`src/rtl/smeu_pkg.sv`:
```
`default_nettype none
package smeu_pkg;
    localparam int unsigned STACK_DEPTH_DEF    = 64;
    localparam int unsigned REGISTER_COUNT_DEF = 8;
    localparam int unsigned DATA_W             = 32;
    localparam int unsigned CMD_W              = 4;
    localparam int unsigned STATUS_W           = 3;

    localparam logic [CMD_W-1:0] CMD_ADD   = 4'd0;
    localparam logic [CMD_W-1:0] CMD_SUB   = 4'd1;
    localparam logic [CMD_W-1:0] CMD_MUL   = 4'd2;
    localparam logic [CMD_W-1:0] CMD_DIV   = 4'd3;
    localparam logic [CMD_W-1:0] CMD_SQRT  = 4'd4;
    localparam logic [CMD_W-1:0] CMD_PUSH  = 4'd5;
    localparam logic [CMD_W-1:0] CMD_OUT   = 4'd6;
    localparam logic [CMD_W-1:0] CMD_IN    = 4'd7;
    localparam logic [CMD_W-1:0] CMD_PUSHR = 4'd8;
    localparam logic [CMD_W-1:0] CMD_POPR  = 4'd9;

    localparam logic [STATUS_W-1:0] ST_OK      = 3'd0;
    localparam logic [STATUS_W-1:0] ST_STACK   = 3'd1;
    localparam logic [STATUS_W-1:0] ST_DIVZERO = 3'd2;
    localparam logic [STATUS_W-1:0] ST_BADREG  = 3'd3;
    localparam logic [STATUS_W-1:0] ST_SQRTNEG = 3'd4;

    typedef struct packed {
        logic               start;
        logic               is_sqrt;
        logic [DATA_W-1:0]  a;
        logic [DATA_W-1:0]  b;
    } alu_req_t;
endpackage
`default_nettype wire

```
`src/rtl/smeu_ram.sv`:
```
`default_nettype none
module smeu_ram #(
    parameter int unsigned WIDTH = 32,
    parameter int unsigned DEPTH = 64
) (
    input  wire logic                     clk,
    input  wire logic                     we,
    input  wire logic [$clog2(DEPTH)-1:0] waddr,
    input  wire logic [WIDTH-1:0]         wdata,
    input  wire logic [$clog2(DEPTH)-1:0] raddr,
    output logic      [WIDTH-1:0]         rdata
);
    logic [WIDTH-1:0] mem [DEPTH];

    always_ff @(posedge clk)
    begin
        if (we)
        begin
            mem[waddr] <= wdata;
        end
        rdata <= mem[raddr];
    end
endmodule
`default_nettype wire

```
`src/rtl/smeu_alu.sv`:
```
`default_nettype none
module smeu_alu (
    input  wire logic              clk,
    input  wire logic              rst_n,
    input  wire smeu_pkg::alu_req_t req,
    output logic                   done,
    output logic [31:0]            result
);
    logic [5:0]  cnt_reg, cnt_next;
    logic        busy_reg, busy_next;
    logic        sqrt_reg, sqrt_next;
    logic        neg_reg, neg_next;
    logic [31:0] x_reg, x_next;
    logic [31:0] d_reg, d_next;
    logic [32:0] r_reg, r_next;
    logic [31:0] q_reg, q_next;
    logic [33:0] rs;
    logic [33:0] trial;
    logic [33:0] sdiff;
    logic [32:0] ddiff;
    logic [31:0] ma, mb;

    assign ma = req.a[31] ? 32'(-req.a) : req.a;
    assign mb = req.b[31] ? 32'(-req.b) : req.b;
    assign rs = {r_reg[31:0], x_reg[31:30]};
    assign trial = {q_reg, 2'b01};
    assign sdiff = rs - trial;
    assign ddiff = {r_reg[31:0], x_reg[31]} - {1'b0, d_reg};

    always_comb
    begin
        busy_next = busy_reg;
        cnt_next  = cnt_reg;
        sqrt_next = sqrt_reg;
        neg_next  = neg_reg;
        x_next    = x_reg;
        d_next    = d_reg;
        r_next    = r_reg;
        q_next    = q_reg;
        done      = 1'b0;
        if (req.start)
        begin
            busy_next = 1'b1;
            sqrt_next = req.is_sqrt;
            cnt_next  = req.is_sqrt ? 6'd16 : 6'd32;
            x_next    = req.is_sqrt ? req.a : ma;
            d_next    = mb;
            neg_next  = req.a[31] ^ req.b[31];
            r_next    = '0;
            q_next    = '0;
        end
        else if (busy_reg)
        begin
            if (cnt_reg == 6'd0)
            begin
                busy_next = 1'b0;
                done      = 1'b1;
            end
            else if (sqrt_reg)
            begin
                cnt_next = cnt_reg - 6'd1;
                x_next   = {x_reg[29:0], 2'b00};
                if (!sdiff[33])
                begin
                    r_next = sdiff[32:0];
                    q_next = {q_reg[30:0], 1'b1};
                end
                else
                begin
                    r_next = rs[32:0];
                    q_next = {q_reg[30:0], 1'b0};
                end
            end
            else
            begin
                cnt_next = cnt_reg - 6'd1;
                x_next   = {x_reg[30:0], 1'b0};
                if (!ddiff[32])
                begin
                    r_next = {1'b0, ddiff[31:0]};
                    q_next = {q_reg[30:0], 1'b1};
                end
                else
                begin
                    r_next = {r_reg[31:0], x_reg[31]};
                    q_next = {q_reg[30:0], 1'b0};
                end
            end
        end
    end

    assign result = (!sqrt_reg && neg_reg) ? 32'(-q_reg) : q_reg;

    always_ff @(posedge clk or negedge rst_n)
    begin
        if (!rst_n)
        begin
            busy_reg <= 1'b0;
            cnt_reg  <= '0;
        end
        else
        begin
            busy_reg <= busy_next;
            cnt_reg  <= cnt_next;
        end
    end

    always_ff @(posedge clk)
    begin
        sqrt_reg <= sqrt_next;
        neg_reg  <= neg_next;
        x_reg    <= x_next;
        d_reg    <= d_next;
        r_reg    <= r_next;
        q_reg    <= q_next;
    end
endmodule
`default_nettype wire

```
`src/rtl/stack_machine_execute_unit.sv`:
```
`default_nettype none
// Stack machine execute unit.
// Input: drive cmd and operand with start high; the instruction transfers at
// the rising edge where start is high and busy is low. busy stays high until
// the result has been shown.
// Output: done is high for exactly one cycle with status, out_valid and
// out_value; the receiver takes the transfer at the end of that cycle and
// cannot stall it.
// States before DONE: push, in, pushr run EXEC, PUSH; out, popr run RD1, RD2,
// EXEC; add, sub run RD1, RD2, EXEC, PUSH; mul, div, sqrt add MUL or ALU before PUSH.
// The stack lives in one synchronous RAM with one read port; each pop is a
// RAM read, so binary operations read twice, and the shared shift-subtract
// unit retires one quotient bit, or one root bit per radicand bit pair, per cycle.
// Throughput: one instruction at a time; the next may transfer the cycle
// after done.
// Reset: the stack is empty and all registers read as zero. Stack entries
// are not cleared; only entries below the count are ever read.
module stack_machine_execute_unit #(
    parameter int unsigned STACK_DEPTH    = smeu_pkg::STACK_DEPTH_DEF,
    parameter int unsigned REGISTER_COUNT = smeu_pkg::REGISTER_COUNT_DEF
) (
    input  wire logic                           clk,
    input  wire logic                           rst_n,
    input  wire logic                           start,
    output logic                                busy,
    input  wire logic [smeu_pkg::CMD_W-1:0]     cmd,
    input  wire logic signed [31:0]             operand,
    output logic                                done,
    output logic [smeu_pkg::STATUS_W-1:0]       status,
    output logic                                out_valid,
    output logic signed [31:0]                  out_value
);
    localparam int unsigned AW = (STACK_DEPTH > 1) ? $clog2(STACK_DEPTH) : 1;
    localparam int unsigned CW = $clog2(STACK_DEPTH + 1);
    localparam int unsigned RW = (REGISTER_COUNT > 1) ? $clog2(REGISTER_COUNT) : 1;

    typedef enum logic [7:0] {
        S_IDLE  = 8'b00000001,
        S_RD1   = 8'b00000010,
        S_RD2   = 8'b00000100,
        S_EXEC  = 8'b00001000,
        S_MUL   = 8'b00010000,
        S_ALU   = 8'b00100000,
        S_PUSH  = 8'b01000000,
        S_DONE  = 8'b10000000
    } state_t;

    state_t state_reg, state_next;
    logic [CW-1:0] cnt_reg, cnt_next;
    logic [3:0]  cmd_reg;
    logic [31:0] opnd_reg;
    logic [31:0] a_reg, a_next, b_reg, b_next;
    logic [31:0] pv_reg, pv_next;
    logic [2:0]  st_reg, st_next;
    logic        ov_reg, ov_next;
    logic [31:0] oval_reg, oval_next;
    logic [REGISTER_COUNT-1:0] rv_reg;
    logic [31:0] rf_reg [REGISTER_COUNT];
    logic        rf_we;
    logic [RW-1:0] ridx;
    logic        reg_ok;
    logic        we;
    logic [AW-1:0] waddr, raddr;
    logic [31:0] rdata;
    smeu_pkg::alu_req_t areq;
    logic        adone;
    logic [31:0] ares;
    logic [31:0] rfval;

    smeu_ram #(.WIDTH(32), .DEPTH(STACK_DEPTH)) u_stack (
        .clk(clk), .we(we), .waddr(waddr), .wdata(pv_reg),
        .raddr(raddr), .rdata(rdata)
    );

    smeu_alu u_alu (.clk(clk), .rst_n(rst_n), .req(areq), .done(adone), .result(ares));

    assign ridx   = opnd_reg[RW-1:0];
    assign reg_ok = !opnd_reg[31] && (opnd_reg < 32'(REGISTER_COUNT));
    assign rfval  = rv_reg[ridx] ? rf_reg[ridx] : 32'd0;
    assign raddr  = AW'(cnt_reg - CW'(1));
    assign waddr  = AW'(cnt_reg);
    assign we     = (state_reg == S_PUSH) && (cnt_reg < CW'(STACK_DEPTH));
    assign busy   = (state_reg != S_IDLE);

    always_comb
    begin
        state_next = state_reg;
        cnt_next   = cnt_reg;
        a_next     = a_reg;
        b_next     = b_reg;
        pv_next    = pv_reg;
        st_next    = st_reg;
        ov_next    = ov_reg;
        oval_next  = oval_reg;
        rf_we      = 1'b0;
        areq       = '{start: 1'b0, is_sqrt: 1'b0, a: a_reg, b: b_reg};
        case (state_reg)
            S_IDLE:
            begin
                if (start)
                begin
                    st_next    = smeu_pkg::ST_OK;
                    ov_next    = 1'b0;
                    oval_next  = '0;
                    state_next = S_EXEC;
                    case (cmd)
                        smeu_pkg::CMD_ADD, smeu_pkg::CMD_SUB, smeu_pkg::CMD_MUL,
                        smeu_pkg::CMD_DIV, smeu_pkg::CMD_SQRT, smeu_pkg::CMD_OUT,
                        smeu_pkg::CMD_POPR: state_next = S_RD1;
                        default: state_next = S_EXEC;
                    endcase
                end
            end
            S_RD1:
            begin
                if (cmd_reg == smeu_pkg::CMD_POPR && !reg_ok)
                begin
                    st_next    = smeu_pkg::ST_BADREG;
                    state_next = S_DONE;
                end
                else if (cnt_reg == '0)
                begin
                    st_next    = smeu_pkg::ST_STACK;
                    state_next = S_DONE;
                end
                else
                begin
                    cnt_next   = cnt_reg - CW'(1);
                    state_next = S_RD2;
                end
            end
            S_RD2:
            begin
                a_next = rdata;
                state_next = S_EXEC;
                case (cmd_reg)
                    smeu_pkg::CMD_ADD, smeu_pkg::CMD_SUB, smeu_pkg::CMD_MUL:
                    begin
                        if (cnt_reg == '0)
                        begin
                            st_next    = smeu_pkg::ST_STACK;
                            state_next = S_DONE;
                        end
                        else
                        begin
                            cnt_next   = cnt_reg - CW'(1);
                        end
                    end
                    smeu_pkg::CMD_DIV:
                    begin
                        if (rdata == '0)
                        begin
                            pv_next    = rdata;
                            st_next    = smeu_pkg::ST_DIVZERO;
                            state_next = S_PUSH;
                        end
                        else if (cnt_reg == '0)
                        begin
                            st_next    = smeu_pkg::ST_STACK;
                            state_next = S_DONE;
                        end
                        else
                        begin
                            cnt_next   = cnt_reg - CW'(1);
                        end
                    end
                    default: ;
                endcase
            end
            S_EXEC:
            begin
                state_next = S_DONE;
                case (cmd_reg)
                    smeu_pkg::CMD_ADD:
                    begin
                        pv_next = a_reg + rdata;
                        state_next = S_PUSH;
                    end
                    smeu_pkg::CMD_SUB:
                    begin
                        pv_next = rdata - a_reg;
                        state_next = S_PUSH;
                    end
                    smeu_pkg::CMD_MUL:
                    begin
                        b_next = rdata;
                        state_next = S_MUL;
                    end
                    smeu_pkg::CMD_DIV:
                    begin
                        areq = '{start: 1'b1, is_sqrt: 1'b0, a: rdata, b: a_reg};
                        state_next = S_ALU;
                    end
                    smeu_pkg::CMD_SQRT:
                    begin
                        pv_next = a_reg;
                        if (a_reg[31])
                        begin
                            st_next = smeu_pkg::ST_SQRTNEG;
                            state_next = S_PUSH;
                        end
                        else
                        begin
                            areq = '{start: 1'b1, is_sqrt: 1'b1, a: a_reg, b: a_reg};
                            state_next = S_ALU;
                        end
                    end
                    smeu_pkg::CMD_PUSH, smeu_pkg::CMD_IN:
                    begin
                        pv_next = opnd_reg;
                        state_next = S_PUSH;
                    end
                    smeu_pkg::CMD_OUT:
                    begin
                        ov_next = 1'b1;
                        oval_next = a_reg;
                    end
                    smeu_pkg::CMD_PUSHR:
                    begin
                        if (!reg_ok)
                        begin
                            st_next = smeu_pkg::ST_BADREG;
                        end
                        else
                        begin
                            pv_next = rfval;
                            state_next = S_PUSH;
                        end
                    end
                    smeu_pkg::CMD_POPR:
                    begin
                        rf_we = 1'b1;
                    end
                    default: ;
                endcase
            end
            S_MUL:
            begin
                pv_next = a_reg * b_reg;
                state_next = S_PUSH;
            end
            S_ALU:
            begin
                if (adone)
                begin
                    pv_next = ares;
                    state_next = S_PUSH;
                end
            end
            S_PUSH:
            begin
                if (cnt_reg < CW'(STACK_DEPTH))
                begin
                    cnt_next = cnt_reg + CW'(1);
                end
                else
                begin
                    st_next = smeu_pkg::ST_STACK;
                end
                state_next = S_DONE;
            end
            S_DONE:
            begin
                state_next = S_IDLE;
            end
            default: state_next = S_IDLE;
        endcase
    end

    assign done      = (state_reg == S_DONE);
    assign status    = st_reg;
    assign out_valid = ov_reg;
    assign out_value = oval_reg;

    always_ff @(posedge clk or negedge rst_n)
    begin
        if (!rst_n)
        begin
            state_reg <= S_IDLE;
            cnt_reg   <= '0;
            rv_reg    <= '0;
            st_reg    <= '0;
            ov_reg    <= 1'b0;
            oval_reg  <= '0;
        end
        else
        begin
            state_reg <= state_next;
            cnt_reg   <= cnt_next;
            st_reg    <= st_next;
            ov_reg    <= ov_next;
            oval_reg  <= oval_next;
            if (rf_we)
            begin
                rv_reg[ridx] <= 1'b1;
            end
        end
    end

    always_ff @(posedge clk)
    begin
        if (state_reg == S_IDLE && start)
        begin
            cmd_reg  <= cmd;
            opnd_reg <= operand;
        end
        if (rf_we)
        begin
            rf_reg[ridx] <= a_reg;
        end
        a_reg    <= a_next;
        b_reg    <= b_next;
        pv_reg   <= pv_next;
    end
endmodule
`default_nettype wire

```
`config.mk`:
```
export PLATFORM = sky130hd
export DESIGN_NAME = stack_machine_execute_unit
export DESIGN_NICKNAME = d
export VERILOG_FILES = /design/src/rtl/smeu_pkg.sv /design/src/rtl/smeu_ram.sv /design/src/rtl/smeu_alu.sv /design/src/rtl/stack_machine_execute_unit.sv
export SDC_FILE = /design/constraint.sdc
export NUM_CORES = 2
export LEC_CHECK = 0
export CAP_MARGIN = 0
export CORE_ASPECT_RATIO = 0.6
export CORE_MARGIN = 8
export CORE_UTILIZATION = 25
export CTS_BUF_LIST = sky130_fd_sc_hd__clkbuf_8 sky130_fd_sc_hd__clkbuf_16
export DETAILED_ROUTE_END_ITERATION = 6
export DONT_BUFFER_PORTS = 1
export GPL_TIMING_DRIVEN = 0
export PLACE_DENSITY = 0.41
export SYNTH_ARGS = -nofsm -noshare
export SYNTH_HDL_FRONTEND = slang
export SYNTH_HIERARCHICAL = 1
export SYNTH_SLANG_ARGS = --single-unit
export TNS_END_PERCENT = 100
```
`constraint.sdc`:
```
create_clock -name clk -period 9.36 [get_ports clk]
set_input_delay 0.936 -clock clk [delete_from_list [all_inputs] [get_ports clk]]
set_output_delay 0.936 -clock clk [all_outputs]
set_load 0.05 [all_outputs]
```
==> impl_results.md <==
- Status: complete, but fails checks
- Failing checks: design-rule violations, max-capacitance violations, max-slew violations
- Sink Count: 2667
- Post-synthesis compound-gate area fraction: 5.26%
- Critical path type: reg2reg
- Die area: 530000 um^2
- Worst hold path type: in2reg
- Clock latency on the worst-skew pair: 0.95 ns
- DR vias/cell: 5.10
- Clk slew on worst S/H paths: around 0.060 ns
- Depth of the CTS H-tree: 5
- Vias post-DR: between 70000 and 80000
- Pwr dens: roughly 360 nW/um^2
- Die height: 567 um
- Final ANT Viol Nets: 0
- Iteration-0 DRC Markers: 11163
- Layout cells sized above 1: 18.4%
- Cells after Synth: 7981
- Tot GR Track Use: 18.9%
- Count leader, synth: edfxtp_1
- Multiplexer share of the synthesized area: 12.6%
- Rel. slew slack: -12.5%
- Synthesis-to-layout area growth: 18.6%
- Leak pwr: around 50 nW
- Setup WS pre-CTS: -1.45 ns
- XOR/XNOR Fraction of Synth Area: 2.04%
- Hold Crit Start: operand[22]
- Syn nets: between 8000 and 9000
- RSZ-0062 raised after global routing: false
- Clk root buf: clkbuf_16
- Fin crit share: 98.1%
- Final std cells w/o fill: 15488
- Fin nets: about 9200
- Max Fanout on Critical Path: 20
- CTS tree: yes
- Die Wd: 935 um
- Post-synthesis async set-or-reset flop share: between 2 and 2.5%
- Final WS setup: 0.176 ns
- Fin. max-slew vios: 27
- Maximum VDD drop: between 0.9 and 1 mV
- PortBufs: 0
- Critical Path AT: 9.89 ns
- Multi-input logic area: between 40000 and 50000 um^2
- DRC Markers: 5
- I/O pin total: 77
- Starting Density: 25.1%
- Fillers: 50232
- Max Buffers Root-to-Sink: 4
- Number of synthesis warnings: 6
- Final core utilization: between 20 and 30%
- Register area share after synthesis: between 60% and 70%
- Largest net degree at the start of global routing: between 60 and 70
- GR Overflow Total: 0
- Synth top area share: around 59%
- Largest family of logic cells by synthesized area: multiplexers
- First drt pass iteration count: 7
- Vias in the first global route: 75613
- Flip-flop count of the largest register after layout: about 2000
- Setup violations, final: 0
- Slew @ Worst Pin: 1.69 ns
- Routability congestion estimate: 0.951
- Core Region: 504000 um^2
- Adder-cell share of the synthesized area: 8.73%
- Flip-flop and latch area: 78800 um^2
- Placed cell count: around 15000
- First-pass GRT wire length: 689000 um
- CP Launch Type: flop
- WP data required: about 10 ns
- Routed len/inst: 33.4 um
- Synth Area per Inst: 15.9 um^2
- Crit. End Element: flop
- CTS Buf Count: 283
- Wirelength, routed: 518000 um
- Initial antenna violation count: between 70 and 80
- Reg2reg start: a_reg[19]
- Fmax: 109 MHz
- Worst Skew: 0.106 ns
- Hpwl dp: 390000 um
- EDFF count, synth: ~2500
- MaxCap Viol Count: 6
- Worst Setup SP: a_reg[19]
- Tmin final: 9.18 ns
- Post-synth cell types: 102
- Synth Flop Type: edfxtp_1
- Hold Vio Cnt, Final: 0
- Core Rows: 202
- Top cells by count, synth: 2502 x edfxtp_1, 608 x mux4_2, 603 x nand2_1
- Cell Area, Synth: 127000 um^2
- Top cells by area, synth: edfxtp_1 59%, mux4_2 11%, fa_1 6.5%, ha_1 2.2%, nand2_1 1.8%
- Simple-gate share of the synthesized area: slightly above 6%
- Yosys top cell by area: edfxtp_1
- Seq cells post-synth: 2667
- Fin Hold WS: between 0.1 and 0.15 ns
## cells in the final DEF, fill, tap and decap left out, types with 39 or more instances in the layout
cell,count
a21oi_1,222
a22oi_1,50
and2_1,321
buf_12,96
buf_16,94
buf_2,65
buf_4,52
clkbuf_1,244
clkbuf_16,289
clkbuf_2,39
clkinv_1,54
clkinv_2,52
dfrtp_1,65
dfxtp_1,99
edfxtp_1,2502
fa_1,410
ha_1,227
inv_1,553
mux2i_1,186
mux4_2,608
nand2_1,603
nand3_1,49
nor2_1,216
nor2_4,67
nor2b_1,41
nor3_1,47
o21ai_0,245
o221ai_1,49
o22ai_1,123
xnor2_1,199
xor2_1,91
## metrics by stage
| stage | cell area (um^2) | power [mW] | TNS, ns |
|---|---|---|---|
| after floorplan | 127000 | 28.1 | 0 |
| after global placement | 135000 | 41.2 | -175.64 |
| after detailed placement | 141000 | 41.5 | -11.40 |
| after CTS | 150000 | 53.1 | 0 |
| after global routing | 150000 | 55.9 | 0 |
| final | 150000 | 54.3 | 0 |
## layer usage
metal  vias to the layer above  share of wire (%)  track usage, %
met1                     43076                 49            30.5
li1                      31448                  -               -
met4                         8                2.0            3.45
met2                      3870                 37            23.6
met5                         -              0.057               0
met3                       528                 12            6.58
## critical path, cell delays in order (launching register included)
cell      delay, ns
edfxtp_1       0.81
clkbuf_2       0.83
and2_1         0.28
fa_1           0.41
inv_1          0.08
fa_1           0.43
fa_1           0.53
fa_1           0.56
inv_1          0.05
fa_1           0.48
fa_1           0.52
fa_1           0.58
fa_1           0.47
ha_1           0.50
inv_1          0.23
a21oi_1        0.25
nor2_1         0.06
a21oi_1        0.15
a31oi_2        0.12
o221ai_1       0.56
xor2_1         0.52
a221oi_1       0.19
a21oi_1        0.29
## worst paths after layout
| kind | end | slack, ns | cells after the start |
|---|---|---|---|
| setup / recovery | pv_reg[28] | 0.18 | 22 |
| hold / removal | opnd_reg[22] | 0.13 | 0 |
| setup reg to reg | pv_reg[28] | 0.18 | 22 |
| hold reg to reg | rv_reg[1] | 0.47 | 1 |
| max in group asynchronous | rv_reg[5] | 7.92 | 2 |
| min in group asynchronous | state_reg[0] | 0.91 | 1 |
## cell families (layout without fill, tap and decap cells)
| kind of cell | after synthesis | after routing |
|---|---|---|
| and+or+nand+nor | 1580 | 1580 |
| adders and majority gates | 637 | 637 |
| other | 0 | 24 |
| DFF | 2667 | 2667 |
| AOI/OAI and AO/OA | 1020 | 1020 |
| muxes | 832 | 832 |
| buffers and inverters | 950 | 1701 |
| xor gates and xnor gates | 295 | 295 |
## cell type report
type,instances,share of cell area [%]
clock inverters,217,1.21
multi-input cells,4364,29.8
repair buffers,253,3.46
inverters,508,1.27
well taps,6732,5.61
flip-flops and latches,2667,52.5
clock buffers,290,4.83
diodes,24,0.0400
plain buffers,433,1.32
## power by group
| group | switching, mW | leakage [nW] | internal, mW |
|---|---|---|---|
| clock | 4.98 | 4.63 | 6.35 |
| combinational | 19.4 | 22.2 | 8.98 |
| sequential | 0.873 | 24.2 | 13.7 |
## repair_timing
action | CTS | global route
hold endpoints to repair | 65 | 0
endpoints found under the setup margin | 14 | 10
setup buffers | 14 | 4
hold buffers | 2 | 0
pin swaps | 0 | 1
gates resized for setup | 44 | 28
No activity file was read; power rests on OpenSTA's default activity.
